**src/rtl/stun_brp_pkg.sv**
```systemverilog
// Shared types, constants and status codes for the STUN binding response parser.
// No dependencies; every other file in rtl/ imports this package.
package stun_brp_pkg;

	localparam int MAX_PACKET_DEF = 2048;

	// Width of a packet position: 20 plus a 16-bit declared length, plus padding slack
	localparam int POS_W     = 17;
	localparam int HDR_BYTES = 20;

	localparam logic [31:0] MAGIC_COOKIE = 32'h2112A442;
	localparam logic [15:0] MSG_BIND_RESP = 16'h0101;
	localparam logic [15:0] ATTR_XOR_MAPPED = 16'h0020;
	localparam logic [15:0] ATTR_MAPPED = 16'h0001;
	localparam logic [7:0]  FAMILY_V4 = 8'h01;
	localparam logic [7:0]  FAMILY_V6 = 8'h02;

	// Result status codes
	localparam logic [2:0] ST_OK         = 3'd0;
	localparam logic [2:0] ST_SHORT      = 3'd1;
	localparam logic [2:0] ST_BAD_TYPE   = 3'd2;
	localparam logic [2:0] ST_BAD_COOKIE = 3'd3;
	localparam logic [2:0] ST_ID_MISMATCH = 3'd4;
	localparam logic [2:0] ST_OVERRUN    = 3'd5;
	localparam logic [2:0] ST_NO_ADDR    = 3'd6;

	// Configuration register indexes
	localparam logic CFG_TXID_HIGH = 1'b0;
	localparam logic CFG_TXID_LOW  = 1'b1;

	typedef struct packed {
		logic [15:0] decl;      // declared length as held now
		logic [15:0] decl_nxt;  // declared length after this byte
		logic [2:0]  fault_nxt; // first header fault after this byte
	} hdr_info_t;

	typedef struct packed {
		logic        found;
		logic        v6;
		logic [15:0] port;
		logic [63:0] hi;
		logic [63:0] lo;
		logic        over;
	} walk_info_t;

endpackage

```
**src/rtl/stun_binding_response_parser_unit.sv**
```systemverilog
// Top level of the STUN binding response parser: input register, header
// checker, attribute walker, status selection and result register.
// Depends on stun_brp_pkg, stun_brp_hdr and stun_brp_walk.
//
//   channel  | handshake              | payload
//   ---------+------------------------+---------------------------------------------
//   in       | in_valid / in_stall    | data_byte, last_byte
//   out      | out_valid / out_stall  | status, is_ipv6, mapped_port, addr_high, addr_low
//   cfg      | cfg_valid / cfg_ready  | cfg_index, cfg_data
//
// One byte per cycle sustained. A byte is captured in the input register, is
// folded into the packet state as it leaves that register, and a last byte puts
// its result in the result register on the same edge that folds it. arst_n
// clears all control and packet state and the configured transaction ID. Only a
// last byte blocked behind an untaken result stalls the input; ordinary bytes
// keep flowing while a result waits.
module stun_binding_response_parser_unit #(
	parameter int MAX_PACKET = stun_brp_pkg::MAX_PACKET_DEF
) (
	input  logic        clk,
	input  logic        arst_n,
	input  logic        in_valid,
	output logic        in_stall,
	input  logic [7:0]  data_byte,
	input  logic        last_byte,
	output logic        out_valid,
	input  logic        out_stall,
	output logic [2:0]  status,
	output logic        is_ipv6,
	output logic [15:0] mapped_port,
	output logic [63:0] addr_high,
	output logic [63:0] addr_low,
	input  logic        cfg_valid,
	output logic        cfg_ready,
	input  logic        cfg_index,
	input  logic [63:0] cfg_data
);
	import stun_brp_pkg::*;

	localparam int CNT_W = $clog2(MAX_PACKET + 1);

	logic        valid_s1;
	logic [7:0]  data_s1;
	logic        last_s1;
	logic        step;
	logic [31:0] txid_high_q;
	logic [63:0] txid_low_q;

	logic [CNT_W-1:0] count;
	logic [CNT_W-1:0] count_nxt;
	logic             in_range;
	hdr_info_t        hdr;
	walk_info_t       walk;

	logic [2:0]  status_nxt;
	logic        out_valid_q;
	logic [2:0]  status_q;
	logic        is_ipv6_q;
	logic [15:0] port_q;
	logic [63:0] addr_high_q;
	logic [63:0] addr_low_q;

	// Configuration: always ready; the user must write it only while the parser is idle, the block does not enforce this
	assign cfg_ready = 1'b1;

	always_ff @(posedge clk or negedge arst_n) begin
		if (!arst_n) begin
			txid_high_q <= '0;
			txid_low_q  <= '0;
		end else if (cfg_valid) begin
			case (cfg_index)
				CFG_TXID_HIGH: txid_high_q <= cfg_data[31:0];
				CFG_TXID_LOW:  txid_low_q  <= cfg_data;
				default: ;
			endcase
		end
	end

	// Hold the byte in the input register only when it is the last byte and the
	// previous result has not been taken yet.
	assign step     = valid_s1 && !(last_s1 && out_valid_q && out_stall);
	assign in_stall = valid_s1 && !step;

	always_ff @(posedge clk or negedge arst_n) begin
		if (!arst_n)
			valid_s1 <= 1'b0;
		else if (!in_stall)
			valid_s1 <= in_valid;
	end

	always_ff @(posedge clk) begin
		if (!in_stall && in_valid) begin
			data_s1 <= data_byte;
			last_s1 <= last_byte;
		end
	end

	stun_brp_hdr #(
		.MAX_PACKET (MAX_PACKET),
		.CNT_W      (CNT_W)
	) u_hdr (
		.clk       (clk),
		.arst_n    (arst_n),
		.step      (step),
		.data_byte (data_s1),
		.last_byte (last_s1),
		.txid_high (txid_high_q),
		.txid_low  (txid_low_q),
		.count     (count),
		.count_nxt (count_nxt),
		.in_range  (in_range),
		.info      (hdr)
	);

	stun_brp_walk u_walk (
		.clk       (clk),
		.arst_n    (arst_n),
		.step      (step),
		.in_range  (in_range),
		.pos       (POS_W'(count)),
		.decl      (hdr.decl),
		.data_byte (data_s1),
		.last_byte (last_s1),
		.txid_high (txid_high_q),
		.txid_low  (txid_low_q),
		.info      (walk)
	);

	// Status precedence, taken from the state as it stands after this byte:
	// short header, bad type, packet shorter than its declared length, other
	// header faults, then address found, overrun, no address.
	always_comb begin
		if (count_nxt < CNT_W'(HDR_BYTES))
			status_nxt = ST_SHORT;
		else if (hdr.fault_nxt == ST_BAD_TYPE)
			status_nxt = ST_BAD_TYPE;
		else if (POS_W'(HDR_BYTES) + POS_W'(hdr.decl_nxt) > POS_W'(count_nxt))
			status_nxt = ST_SHORT;
		else if (hdr.fault_nxt != ST_OK)
			status_nxt = hdr.fault_nxt;
		else if (walk.found)
			status_nxt = ST_OK;
		else if (walk.over)
			status_nxt = ST_OVERRUN;
		else
			status_nxt = ST_NO_ADDR;
	end

	// Result register: load on a last byte, drop the valid once transferred
	always_ff @(posedge clk or negedge arst_n) begin
		if (!arst_n)
			out_valid_q <= 1'b0;
		else if (step && last_s1)
			out_valid_q <= 1'b1;
		else if (!out_stall)
			out_valid_q <= 1'b0;
	end

	always_ff @(posedge clk) begin
		if (step && last_s1) begin
			status_q <= status_nxt;
			if (status_nxt == ST_OK) begin
				is_ipv6_q   <= walk.v6;
				port_q      <= walk.port;
				addr_high_q <= walk.hi;
				addr_low_q  <= walk.lo;
			end else begin
				is_ipv6_q   <= 1'b0;
				port_q      <= '0;
				addr_high_q <= '0;
				addr_low_q  <= '0;
			end
		end
	end

	assign out_valid   = out_valid_q;
	assign status      = status_q;
	assign is_ipv6     = is_ipv6_q;
	assign mapped_port = port_q;
	assign addr_high   = addr_high_q;
	assign addr_low    = addr_low_q;

endmodule

```
**src/rtl/stun_brp_hdr.sv**
```systemverilog
// Header checker: byte counter, declared length and first header fault.
// Depends on stun_brp_pkg.
module stun_brp_hdr #(
	parameter int MAX_PACKET = stun_brp_pkg::MAX_PACKET_DEF,
	parameter int CNT_W      = $clog2(MAX_PACKET + 1)
) (
	input  logic                          clk,
	input  logic                          arst_n,
	input  logic                          step,
	input  logic [7:0]                    data_byte,
	input  logic                          last_byte,
	input  logic [31:0]                   txid_high,
	input  logic [63:0]                   txid_low,
	output logic [CNT_W-1:0]              count,
	output logic [CNT_W-1:0]              count_nxt,
	output logic                          in_range,
	output stun_brp_pkg::hdr_info_t       info
);
	import stun_brp_pkg::*;

	logic [CNT_W-1:0] count_q;
	logic [15:0]      decl_q;
	logic [2:0]       fault_q;
	logic [159:0]     hdr_ref;
	logic [4:0]       pos5;
	logic [4:0]       ref_idx;
	logic [7:0]       exp_byte;
	logic [15:0]      decl_nxt;
	logic [2:0]       fault_nxt;

	assign hdr_ref  = {MSG_BIND_RESP, 16'h0000, MAGIC_COOKIE, txid_high, txid_low};
	assign pos5     = count_q[4:0];
	assign ref_idx  = 5'(HDR_BYTES - 1) - pos5;
	assign exp_byte = 8'(hdr_ref >> {ref_idx, 3'b000});
	assign in_range = count_q < CNT_W'(MAX_PACKET);
	assign count_nxt = in_range ? count_q + CNT_W'(1) : count_q;

	always_comb begin
		decl_nxt  = decl_q;
		fault_nxt = fault_q;
		if (in_range && count_q < CNT_W'(HDR_BYTES)) begin
			if (pos5 == 5'd2) begin
				decl_nxt = {data_byte, 8'h00};
			end else if (pos5 == 5'd3) begin
				decl_nxt = {decl_q[15:8], data_byte};
			end else if (data_byte != exp_byte && fault_q == ST_OK) begin
				if (pos5 < 5'd2)
					fault_nxt = ST_BAD_TYPE;
				else if (pos5 < 5'd8)
					fault_nxt = ST_BAD_COOKIE;
				else
					fault_nxt = ST_ID_MISMATCH;
			end
		end
	end

	always_ff @(posedge clk or negedge arst_n) begin
		if (!arst_n) begin
			count_q <= '0;
			decl_q  <= '0;
			fault_q <= ST_OK;
		end else if (step) begin
			if (last_byte) begin
				count_q <= '0;
				decl_q  <= '0;
				fault_q <= ST_OK;
			end else begin
				count_q <= count_nxt;
				decl_q  <= decl_nxt;
				fault_q <= fault_nxt;
			end
		end
	end

	assign count          = count_q;
	assign info.decl      = decl_q;
	assign info.decl_nxt  = decl_nxt;
	assign info.fault_nxt = fault_nxt;

endmodule

```
**src/rtl/stun_brp_walk.sv**
```systemverilog
// Attribute walker: TLV framing with 4-byte padding and mapped address decode.
// Depends on stun_brp_pkg.
module stun_brp_walk (
	input  logic                              clk,
	input  logic                              arst_n,
	input  logic                              step,
	input  logic                              in_range,
	input  logic [stun_brp_pkg::POS_W-1:0]    pos,
	input  logic [15:0]                       decl,
	input  logic [7:0]                        data_byte,
	input  logic                              last_byte,
	input  logic [31:0]                       txid_high,
	input  logic [63:0]                       txid_low,
	output stun_brp_pkg::walk_info_t          info
);
	import stun_brp_pkg::*;

	logic [POS_W-1:0] start_q, start_nxt;
	logic [15:0]      kind_q, kind_nxt;
	logic [15:0]      len_q, len_nxt;
	logic [7:0]       vb_q [HDR_BYTES];
	logic [7:0]       vb_m [HDR_BYTES];
	walk_info_t       cur_q, nxt;

	logic [POS_W-1:0] end_pos;
	logic [POS_W:0]   hdr_end;
	logic [POS_W:0]   rec_end;
	logic [POS_W-1:0] rel;
	logic [15:0]      len_full;
	logic [15:0]      len_eff;
	logic             active;
	logic             store;
	logic [4:0]       vb_idx;
	logic             finish;
	logic             is_xor;
	logic             dec_ok;
	logic             dec_v6;
	logic [15:0]      dec_port;
	logic [63:0]      dec_hi, dec_lo;

	assign end_pos  = POS_W'(HDR_BYTES) + POS_W'(decl);
	assign hdr_end  = (POS_W+1)'(start_q) + (POS_W+1)'(4);
	assign rel      = pos - start_q;
	assign len_full = {len_q[15:8], data_byte};
	assign active   = in_range && !cur_q.found && !cur_q.over && pos < end_pos &&
		pos >= start_q && hdr_end <= (POS_W+1)'(end_pos);
	assign store    = active && rel >= POS_W'(4) && rel < POS_W'(4 + HDR_BYTES);
	assign vb_idx   = 5'(rel - POS_W'(4));
	assign len_eff  = (rel == POS_W'(3)) ? len_full : len_q;
	assign rec_end  = hdr_end + (POS_W+1)'(len_eff);

	// Value bytes as they stand once this byte is written
	always_comb begin
		for (int i = 0; i < HDR_BYTES; i++)
			vb_m[i] = (store && vb_idx == 5'(i)) ? data_byte : vb_q[i];
	end

	// Mapped address decode of the attribute that ends with this byte
	always_comb begin
		is_xor   = kind_q == ATTR_XOR_MAPPED;
		dec_ok   = 1'b0;
		dec_v6   = 1'b0;
		dec_port = {vb_m[2], vb_m[3]} ^ (is_xor ? MAGIC_COOKIE[31:16] : 16'h0000);
		dec_hi   = '0;
		dec_lo   = {32'h0, {vb_m[4], vb_m[5], vb_m[6], vb_m[7]} ^
			(is_xor ? MAGIC_COOKIE : 32'h0)};
		if ((is_xor || kind_q == ATTR_MAPPED) && len_eff >= 16'd4) begin
			if (vb_m[1] == FAMILY_V4) begin
				dec_ok = len_eff >= 16'd8;
			end else if (vb_m[1] == FAMILY_V6) begin
				dec_ok = len_eff >= 16'd20;
				dec_v6 = 1'b1;
				dec_hi = {vb_m[4], vb_m[5], vb_m[6], vb_m[7],
					vb_m[8], vb_m[9], vb_m[10], vb_m[11]} ^
					(is_xor ? {MAGIC_COOKIE, txid_high} : 64'h0);
				dec_lo = {vb_m[12], vb_m[13], vb_m[14], vb_m[15],
					vb_m[16], vb_m[17], vb_m[18], vb_m[19]} ^
					(is_xor ? txid_low : 64'h0);
			end
		end
	end

	always_comb begin
		nxt       = cur_q;
		start_nxt = start_q;
		kind_nxt  = kind_q;
		len_nxt   = len_q;
		finish    = 1'b0;
		if (active) begin
			case (rel)
				POS_W'(0): kind_nxt = {data_byte, 8'h00};
				POS_W'(1): kind_nxt = {kind_q[15:8], data_byte};
				POS_W'(2): len_nxt  = {data_byte, 8'h00};
				POS_W'(3): begin
					len_nxt = len_full;
					if (rec_end > (POS_W+1)'(end_pos))
						nxt.over = 1'b1;
					else
						finish = len_full == 16'h0000;
				end
				default: finish = (rel - POS_W'(3)) == POS_W'(len_q);
			endcase
		end
		if (finish) begin
			if (dec_ok) begin
				nxt.found = 1'b1;
				nxt.v6    = dec_v6;
				nxt.port  = dec_port;
				nxt.hi    = dec_hi;
				nxt.lo    = dec_lo;
			end else begin
				// advance to the next record, rounded up to a 4-byte boundary
				start_nxt = POS_W'((rec_end + (POS_W+1)'(3)) & ~(POS_W+1)'(3));
			end
		end
	end

	always_ff @(posedge clk or negedge arst_n) begin
		if (!arst_n) begin
			start_q <= POS_W'(HDR_BYTES);
			kind_q  <= '0;
			len_q   <= '0;
			cur_q   <= '0;
		end else if (step) begin
			if (last_byte) begin
				start_q <= POS_W'(HDR_BYTES);
				kind_q  <= '0;
				len_q   <= '0;
				cur_q   <= '0;
			end else begin
				start_q <= start_nxt;
				kind_q  <= kind_nxt;
				len_q   <= len_nxt;
				cur_q   <= nxt;
			end
		end
	end

	always_ff @(posedge clk) begin
		if (step && store)
			vb_q[vb_idx] <= data_byte;
	end

	assign info = nxt;

endmodule
```
**config.mk**
```make
export PLATFORM = sky130hd
export DESIGN_NAME = stun_binding_response_parser_unit
export DESIGN_NICKNAME = d
export VERILOG_FILES = /design/src/rtl/stun_brp_pkg.sv /design/src/rtl/stun_binding_response_parser_unit.sv /design/src/rtl/stun_brp_hdr.sv /design/src/rtl/stun_brp_walk.sv
export SDC_FILE = /design/constraint.sdc
export NUM_CORES = 1
export LEC_CHECK = 0
export ABC_AREA = 1
export BUFFER_PORTS_ARGS = -buffer_cell sky130_fd_sc_hd__buf_4
export CAP_MARGIN = 30
export CORE_ASPECT_RATIO = 1.75
export CORE_UTILIZATION = 60
export CTS_BUF_LIST = sky130_fd_sc_hd__clkbuf_8 sky130_fd_sc_hd__clkbuf_16
export DETAILED_ROUTE_END_ITERATION = 12
export PLACE_DENSITY = 0.77
export SYNTH_ARGS = -nofsm -noshare
export SYNTH_HDL_FRONTEND = slang
export SYNTH_SLANG_ARGS = --single-unit
```
**constraint.sdc**
```tcl
create_clock -name clk -period 14.5 [get_ports clk]
set_input_delay 1.45 -clock clk [delete_from_list [all_inputs] [get_ports clk]]
set_output_delay 1.45 -clock clk [all_outputs]
set_load 0.005 [all_outputs]
```
Yosys cells after proc, flatten, opt, wreduce, memory -nomap -nowiden
Memories as Yosys holds them, arrays and structs flattened. Index checks and enable logic that the tools add are counted.

Add/subtract/negate cells: 10. Bitwise gates (word level): 5. Magnitude comparators: 15. Multiply operators: 0. Shift-type cells: 1. Divide/modulo/power cells: 0. Multiplexer cells: 77. Eq/ne operators: 35. Reduce and logical (&&, ||, !) cells: 61.

Operators by type and width (count): 64-bit two-way mux (7); 146-bit two-way mux (2); 8-bit two-way mux (21); 153-bit by 8-bit >> shifter with 8-bit output (1); 147-bit two-way mux (1); 64-bit XOR (2); 16-bit two-way mux (7); 16-bit case mux with 2 select lines (2); 62-bit two-way mux (1); 17-bit two-way mux (3); 5-bit by 4-bit == test with 1-bit output (second input constant) (8); 1-bit logical AND (36); 3-bit two-way mux (12); 5-bit by 16-bit adder with 17-bit output (first input constant) (2); 17-bit by 2-bit == test with 1-bit output (second input constant) (2); 32-bit XOR (1); 30-bit two-way mux (1); 12-bit by 5-bit < comparator with 1-bit output (second input constant) (2); 12-bit two-way mux (2); 5-bit by 2-bit == test with 1-bit output (second input constant) (4); 5-bit by 3-bit == test with 1-bit output (second input constant) (4); 5-bit == test (second input constant) (4); 17-bit by 3-bit adder with 18-bit output (second input constant) (1); 18-bit by 16-bit adder with 18-bit output (1); other kinds (47) (77).

Memory bits (writable): 160. Latch bits: 0. Flip-flop bits (word level): 482. Output and inout bits: 151. Bits in read-only memories: 0. Memories: 1.

Memory list: u_walk.vb_q (words 20, bits a word 8, read ports 19, clocked after memory_dff 0, wr ports 1, RTL line stun_brp_walk.sv:21) `logic [7:0] vb_q [HDR_BYTES];`.

Depth between registers and ports, before layout
Gate-level depths: netlist of the first run.

Word-level depth: 22. Mapped depth: 50. Gate-level depth less buffers: 48.

Hierarchy
From an unflattened synthesis of the first run, not the netlist that was laid out.

Cell total of the unflattened synthesis: 5438. Area total of the unflattened synthesis: 39918.3 um^2.

Modules (own cells, without submodules): stun_brp_walk (cells an instance 3945, seq. area each 9421.5 um^2, area an instance 25889.8 um^2, instances 1); stun_binding_response_parser_unit (cells an instance 921, seq. area each 7166.9 um^2, area an instance 10711.5 um^2, instances 1); stun_brp_hdr (cells an instance 572, seq. area each 775.7 um^2, area an instance 3316.9 um^2, instances 1).

Worst setup path before layout of the first run
Ideal clock, no wire load.

Path kind: register to register. Start point: register u_hdr.count_q[2] (netlist: u_hdr.count[2]). End point: register addr_low_q[24] (netlist: addr_low[24]), data pin. Path buffers: 2. Clock period less this slack: 6.396 ns. Cell stages (with the launch flop): 48. Setup slack: 8.104 ns. Data arrival time: 6.261 ns. Cells stage by stage: dfrtp_1 -> clkinv_1 -> ha_1 -> fa_1 -> inv_1 -> nand2_1 -> nand2_1 -> inv_1 -> nor2_1 -> nand4_1 -> nor2_2 -> nand3_4 -> nand2_1 -> o21ai_1 -> ha_1 -> fa_1 -> nand3_1 -> nand2_1 -> [... 12 more ...] -> inv_1 -> ha_1 -> nand3_1 -> nor3_1 -> nand3_1 -> o21ai_0 -> nand3_1 -> a21oi_1 -> nand2_4 -> nand2_2 -> nand2_2 -> nand2_2 -> nand2_2 -> nor2_2 -> nand2_4 -> buf_8 -> buf_12 -> nor2_2.

Longest elaborated chain between the ends: 22.

Ends and longest elaborated chain: start, declared (RTL line stun_brp_hdr.sv:21) `logic [CNT_W-1:0] count_q;`; start signal, assigned (RTL line stun_brp_hdr.sv:68) `count_q <= count_nxt;`; branches (longest 22 deep; another with 18-bit by 16-bit adder with 18-bit output); end signal, assigned (RTL line stun_binding_response_parser_unit.sv:166) `addr_low_q <= walk.lo;`; end, declared (RTL line stun_binding_response_parser_unit.sv:61) `logic [63:0] addr_low_q;`.

Parallel ways; which one is timed is not known. A chain may end at the register's enable or synchronous reset.

Final worst setup path of the first run
Start point: register u_hdr.count_q[2] (netlist: u_hdr.count[2]). End point: register addr_high_q[16] (netlist: addr_high[16]), data pin.

Longest elaborated chain between the ends: 22.

Ends and longest elaborated chain: branches (longest 20 deep; another with 18-bit by 16-bit adder with 18-bit output); 3-bit two-way mux (*) (RTL line stun_binding_response_parser_unit.sv:133) `if (count_nxt < CNT_W'(HDR_BYTES))`; net status_nxt[2] (RTL line stun_binding_response_parser_unit.sv:55) `logic [2:0] status_nxt;`; 3-bit zero test (*) (RTL line stun_binding_response_parser_unit.sv:162) `if (status_nxt == ST_OK) begin`; end signal, assigned (RTL line stun_binding_response_parser_unit.sv:165) `addr_high_q <= walk.hi;`; end, declared (RTL line stun_binding_response_parser_unit.sv:60) `logic [63:0] addr_high_q;`.

Mark *: on every way through the listed nets, which the timed path passes.

==> reports/qor.yml, run 1 <==
grt-ovfl-total: 0
clk_latency_ps: 650
grt_max_degree: 82
yosysTopAreaCell: "edfxtp_1"
synth_edf_count: 309
postLayoutCoreUtil_pct: 67.64
p_int_mw: 3.356
critPathKind: "register to register"
fill_cells: 4737
post-route-period-util_pct: 68.62
ys_top_cells_by_count: "nand2_1 (891), inv_1 (572), o21ai_0 (435), nor2_1 (381), dfrtp_1 (321)"
chipHeight_um: 322.7
arrival_ps: 10320
r2r_slack_ps: 4550
wire_per_inst_um: 23.55
synth_cell_type_count: 60
postPlaceCellArea_um2: 37410
async_reset_ff_share_pct: 51.11
max_freq_mhz: 100.5
syn-cell-area_um2: 35260
final.setup.worst_slack_ps: 4551
fin_crit_ps: 9949
ios: 230
globalplace.congestion: 1.080
htree_levels: 2
power.share.switching_pct: 38.46
via_count: 30600
first_iter_violations: 2702
start_util_pct: 60.66
place_inst: 5041
hp-start: "u_walk.kind_q[2]"
reg2reg_depth: 45
synth_cells: 4180
status: "complete, no violations"
postCtsResizedCells: 0
grt_pass1_wl_mm: 177.4
hold_violations: 0
crit_top_cell: "nand2_1"
crit_fanout: 61
fin_nets: 4500
maxCapViolCount: 0
synth_area_per_cell_um2: 8.434
core_area_um2: 58120
fin_skew_ps: 21.54
finalSetupViolations: 0
cts_buffer_depth: 3
holdWs_ps: 478.2
reg2reg_from: "u_hdr.count[2]"
yosysWarnings: 0
cts_sinks: 632
dieArea_um2: 59770
finalWirelength_mm: 121.3
cp.required_ps: 14870
antenna_found_initial: 1
cts_inserted_buffers: 55
synth.area.top_cells: "edfxtp_1 (26%), dfrtp_1 (23%), nand2_1 (9.5%), o21ai_0 (6.2%), inv_1 (6.1%)"
post_cts_buffers: 0
cts_tree: "done"
syn_nets: 4353
num_rows: 117
startpoint: "u_hdr.count[2]"
clockRootBuffer: "clkbuf_16"
min_path_type: "register to register"
p_seq_share_pct: 38.5
vias_per_cell: 5.944
power_density_nw_per_um2: 138.7
ir_worst_vdd_mv: 0.1471
whs_endpoint: "u_walk.kind_q[2]"
drtAntennaViolNets: 0
syn2layout_area_growth_pct: 11.50
clock_power_share_pct: 28.0
timing.final.max_slew_violations: 0
holdPathStages: 2
ys_ff_latch: 632
die_x_um: 185.2
worst_slew_pin_slew_ps: 1017
final_cell_area_um2: 39310
switching_power_mw: 2.097
dp_slack_ps: 4752
cts_hold_buf: 0
power.leakage_nw: 16.94
clk_pin_slew_ps: 70
ys.flop_type: "dfrtp_1"
critPathMaxStageDelay_ps: 690
timing.rr.end: "addr_high[16]"
p_total_mw: 5.453
fin_tns_setup_ps: 0
rsz0062_at_grt: "no"
comb_power_share_pct: 33.5
start_kind: "register"
final_cells: 5148
yosysSeqAreaShare_pct: 49.25
slew_headroom_pct: 32.23
cp_slowest_cell: "buf_4"
endpoint_kind: "register"
drive_above_1_share_pct: 11.77
io_buffers: 228
synth.most_common_cell: "nand2_1"
grt_usage_pct: 40.90
grt_pass1_vias: 29350
hpwl_mm: 86.55
drt_pass1_iterations: 7
drc: 0
synth_top_area_share_pct: 26.32
## per-layer routing
| layer | share of wire, % | vias to the layer above | GRT usage [%] |
|---|---|---|---|
| met3 | 7.7 | 610 | 6.323 |
| met1 | 32 | 14280 | 43.09 |
| met4 | 11 | 2 | 38.92 |
| li1 | - | 14000 | - |
| met5 | 0.011 | - | 0 |
| met2 | 49 | 1711 | 68.95 |
## power by group through the flow
stage	Clock, mW	Combinational, mW	Sequential [mW]
6_report	1.53	1.83	2.10
5_1_grt	1.59	1.99	2.10
4_1_cts	1.53	1.78	2.09
3_5_place_dp	0	1.77	2.13
3_3_place_gp	0	1.76	2.13
2_1_floorplan	0	1.18	2.08
## cell type report
cell class	instances	area [um2]	area share (%)
diodes	1	2.502	0.006366
clock buffers	61	1493	3.797
clock inverters	43	359.1	0.9135
inverters	590	2223	5.656
multi-input cells	2774	14800	37.64
flip-flops and latches	632	17370	44.18
well taps	773	967.2	2.461
repair buffers	274	2101	5.344
## flip-flops by register name, summed over array words and instances, names as in the netlist, 32 cells and up
| register | flops |
|---|---|
| addr_high | 64 |
| txid_high_q | 32 |
| u_walk.vb_q | 152 |
| addr_low | 64 |
| txid_low_q | 64 |
| u_walk.cur_q | 147 |
## critical path: cells and delay by family (launching register included)
| kind | cells | cell delay [ps] |
|---|---|---|
| AO/OA/AOI/OAI | 8 | 1330 |
| XOR/XNOR | 1 | 260 |
| adder cells (fa/ha/maj) | 4 | 1410 |
| buffers and inverters | 7 | 2090 |
| flip-flops | 1 | 650 |
| AND/OR/NAND/NOR | 25 | 3720 |
## cell families after synthesis
| group | synth area share [%] |
|---|---|
| multiplexers | 0.6246 |
| adder cells (fa/ha/maj) | 3.379 |
| XOR/XNOR | 4.422 |
| other | 0.01064 |
| AND/OR/NAND/NOR | 20.35 |
| flip-flops | 49.25 |
| AO/OA/AOI/OAI | 13.09 |
| buffers and inverters | 8.872 |
## how the worst max path moves through the flow
| stage | slack (ps) | cells past startpoint | to |
|---|---|---|---|
| global route | 3940 | 43 | addr_high[16] |
| finish | 4550 | 45 | addr_high[16] |
| CTS | 4720 | 45 | addr_high[16] |
| detailed placement | 4750 | 45 | addr_high[16] |
| floorplan | 8100 | 47 | addr_low[24] |
| global placement | 5030 | 45 | addr_high[4] |
## cells in the final DEF, fill, tap and decap left out, types with 12 or more instances in the layout
cell       instances
inv_2             12
ha_1              92
nand2_1          888
nand4_1           55
clkbuf_16         58
nor2_4            57
o21ai_0          435
nand3_1          139
o31ai_1           17
nor3_1            32
buf_4            270
xnor2_1           28
nand2_2           25
a21oi_1          182
o211ai_1          17
inv_1            585
o22ai_1          151
mux2_2            16
nor2_2            13
edfxtp_1         309
dfrtp_1          320
nor2_1           380
xor2_1           150
No activity file was read; power rests on OpenSTA's default activity.
==> run 2: changes to the inputs <==
- clock period: 14.5 -> 9.3 ns (I/O delays scaled with it)
==> run 2 against run 1 <==
Effect of this change:
- clock skew up 4.5 ps
- non-clock buffer count increased by 9
- cell count grew 0.21%
- sequential power up 56%
- global-route usage down 1.0 points
- power is 53% higher
- largest power group unchanged
- count of clock-buffer cells in the layout rose by 2
- design area about the same
- combinational power increased by 54%
==> reports/qor.yml, run 2 (synthesis gave the netlist of run 1 again) <==
status: "complete, no violations"
globalplace.congestion: 1.077  # -0.28%
postPlaceCellArea_um2: 37530  # +0.30%
power.leakage_nw: 16.95  # about the same
fin_crit_ps: 8481  # -1469 ps
timing.final.max_slew_violations: 0  # unchanged
worst_slew_pin_slew_ps: 1028  # +11.42 ps
final_common_cell: "nand2_1"
vias_per_cell: 5.904  # -0.67%
num_rows: 117  # unchanged
cts_tree: "done"
drt_pass1_iterations: 6  # -1
clk_latency_ps: 630  # -20 ps
fin_tns_setup_ps: 0  # unchanged
dieArea_um2: 59770  # unchanged
clk_pin_slew_ps: 60  # about the same
endpoint_kind: "register"
ios: 230  # unchanged
antenna_found_initial: 1  # unchanged
ir_worst_vdd_mv: 0.1962  # +33%
cp.required_ps: 9770  # -5100 ps
p_seq_share_pct: 39.2  # +0.7 points
comb_power_share_pct: 33.7  # +0.2 points
reg2reg_depth: 41  # -8.9%
grt_pass1_wl_mm: 173.9  # -2.0%
power_density_nw_per_um2: 212.3  # +53%
syn2layout_area_growth_pct: 11.47  # about the same
drtAntennaViolNets: 0  # unchanged
die_x_um: 185.2  # unchanged
htree_levels: 2  # unchanged
reg2reg_from: "u_hdr.count[2]"
slew_headroom_pct: 31.01  # -1.2 points
maxCapViolCount: 0  # unchanged
cts_inserted_buffers: 57  # +3.6%
fin_nets: 4511  # +0.24%
setup.worst_path.end: "addr_high[30]"
arrival_ps: 8950  # -1370 ps
holdWs_ps: 410.0  # -68.18 ps
grt-ovfl-total: 0  # unchanged
cts_buffer_depth: 3  # unchanged
top_regs: "u_walk.vb_q x152, u_walk.cur_q x147"
core_area_um2: 58120  # unchanged
fill_cells: 4822  # +1.8%
crit_fanout: 53  # -13%
postLayoutCoreUtil_pct: 67.62  # about the same
grt_usage_pct: 39.89  # -1.0 points
clock_power_share_pct: 27.2  # -0.8 points
cts_sinks: 632  # unchanged
multi_input_area_um2: 14800  # unchanged
fin_skew_ps: 26.05  # +4.513 ps
clockRootBuffer: "clkbuf_16"
power.share.switching_pct: 38.29  # -0.17 points
finalSetupViolations: 0  # unchanged
p_total_mw: 8.345  # +53%
max_freq_mhz: 117.9  # +17%
regArea_um2: 17370  # about the same
largest_reg_flops: 152  # unchanged
chipHeight_um: 322.7  # unchanged
drc: 0  # unchanged
wire_per_inst_um: 22.93  # -2.6%
finalWirelength_mm: 118.3  # -2.4%
grt_max_degree: 141  # +72%
start_util_pct: 60.66  # unchanged
switching_power_mw: 3.195  # +52%
min_path_type: "input pin to asynchronous set/reset pin"
hold_violations: 0  # unchanged
timing.rr.end: "addr_high[30]"
final_cell_mix: "nand2_1 (888), inv_1 (586), o21ai_0 (435), nor2_1 (380), dfrtp_1 (319)"
top_register: "u_walk.vb_q"
hpwl_mm: 85.27  # -1.5%
p_int_mw: 5.150  # +53%
crit_top_cell: "nand2_1"
via_count: 30460  # -0.46%
io_buffers: 228  # unchanged
grt_pass1_vias: 29010  # -1.2%
first_iter_violations: 3118  # +15%
critPathKind: "register to register"
drive_above_1_share_pct: 11.86  # +0.084 points
startpoint: "u_hdr.count[2]"
cp_slowest_cell: "dfrtp_2"
start_kind: "register"
critPathMaxStageDelay_ps: 540  # -150 ps
post-route-period-util_pct: 91.19  # +23 points
final_cell_area_um2: 39300  # about the same
r2r_slack_ps: 820  # -3730 ps
post_cts_buffers: 0  # unchanged
[run 2: changes by cell type in the layout (fill, tap and decap cells not counted), moves of 2 or more]
cell | before | now
inv_6 | 2 | 4
buf_12 | 1 | 4
bufinv_16 | 5 | 2
clkinv_4 | 3 | 0
clkbuf_8 | 3 | 6
buf_4 | 270 | 278
clkinv_1 | 10 | 16
[run 2: critical path, delay by kind of cell, from the launching register on]
family / cells / cell delay (ps)
compound gates: 8 / 1570
xor+xnor: 1 / 480
fa+ha+maj: 4 / 1400
buf+inv: 5 / 980
flops: 1 / 540
simple gates: 23 / 3150
[run 2: routing by layer]
| layer | up-vias | GRT usage [%] | wire length, um | part of all wire (%) |
|---|---|---|---|---|
| met5 | - | 0 | 0 | 0 |
| met2 | 1639 | 66.46 | 56910 | 48 |
| met4 | 0 | 38.07 | 13600 | 11 |
| met1 | 14210 | 42.38 | 38750 | 33 |
| met3 | 571 | 6.639 | 9041 | 7.6 |
| li1 | 14040 | - | - | - |
[run 2: power groups by stage]
stage	combinational (mW)	sequential, mW	clock (mW)
5_1_grt	3.06	3.28	2.37
3_3_place_gp	2.71	3.31	0
4_1_cts	2.74	3.26	2.27
2_1_floorplan	1.84	3.25	0
3_5_place_dp	2.73	3.31	0
6_report	2.81	3.27	2.27
[run 2: how the worst min path moves through the flow]
stage                startpoint               end  slack (ps)  depth (start not counted)
3_3_place_gp   u_walk.kind_q[6]  u_walk.kind_q[6]         460                          2
2_1_floorplan  u_walk.kind_q[6]  u_walk.kind_q[6]         440                          2
6_report                 arst_n  u_walk.kind_q[6]         410                          1
4_1_cts                  arst_n  u_walk.kind_q[6]         470                          1
3_5_place_dp   u_walk.kind_q[6]  u_walk.kind_q[6]         460                          2
5_1_grt            data_byte[2]        data_s1[2]         470                          1
[run 2: metrics by stage]
step | instances | setup WS (ps)
6_report | 5159 | 819.4
5_1_grt | 5159 | -3.389
4_1_cts | 5157 | 583.5
3_5_place_dp | 5051 | 643.9
3_3_place_gp | 5051 | 886.1
2_1_floorplan | 4180 | 2904
[run 2: area by class of cell]
| type | instances | area share (%) |
|---|---|---|
| clock buffer | 63 | 3.840 |
| tap | 773 | 2.461 |
| multi-input combinational | 2774 | 37.65 |
| antenna | 1 | 0.006368 |
| sequential | 632 | 44.19 |
| inverter | 590 | 5.667 |
| timing repair buffer | 283 | 5.553 |
| clock inverter | 43 | 0.6272 |
[run 2: timing repair]
item,CTS,global route
hold buffers,0,0
resized for setup,0,2
setup endpoints to repair,0,136
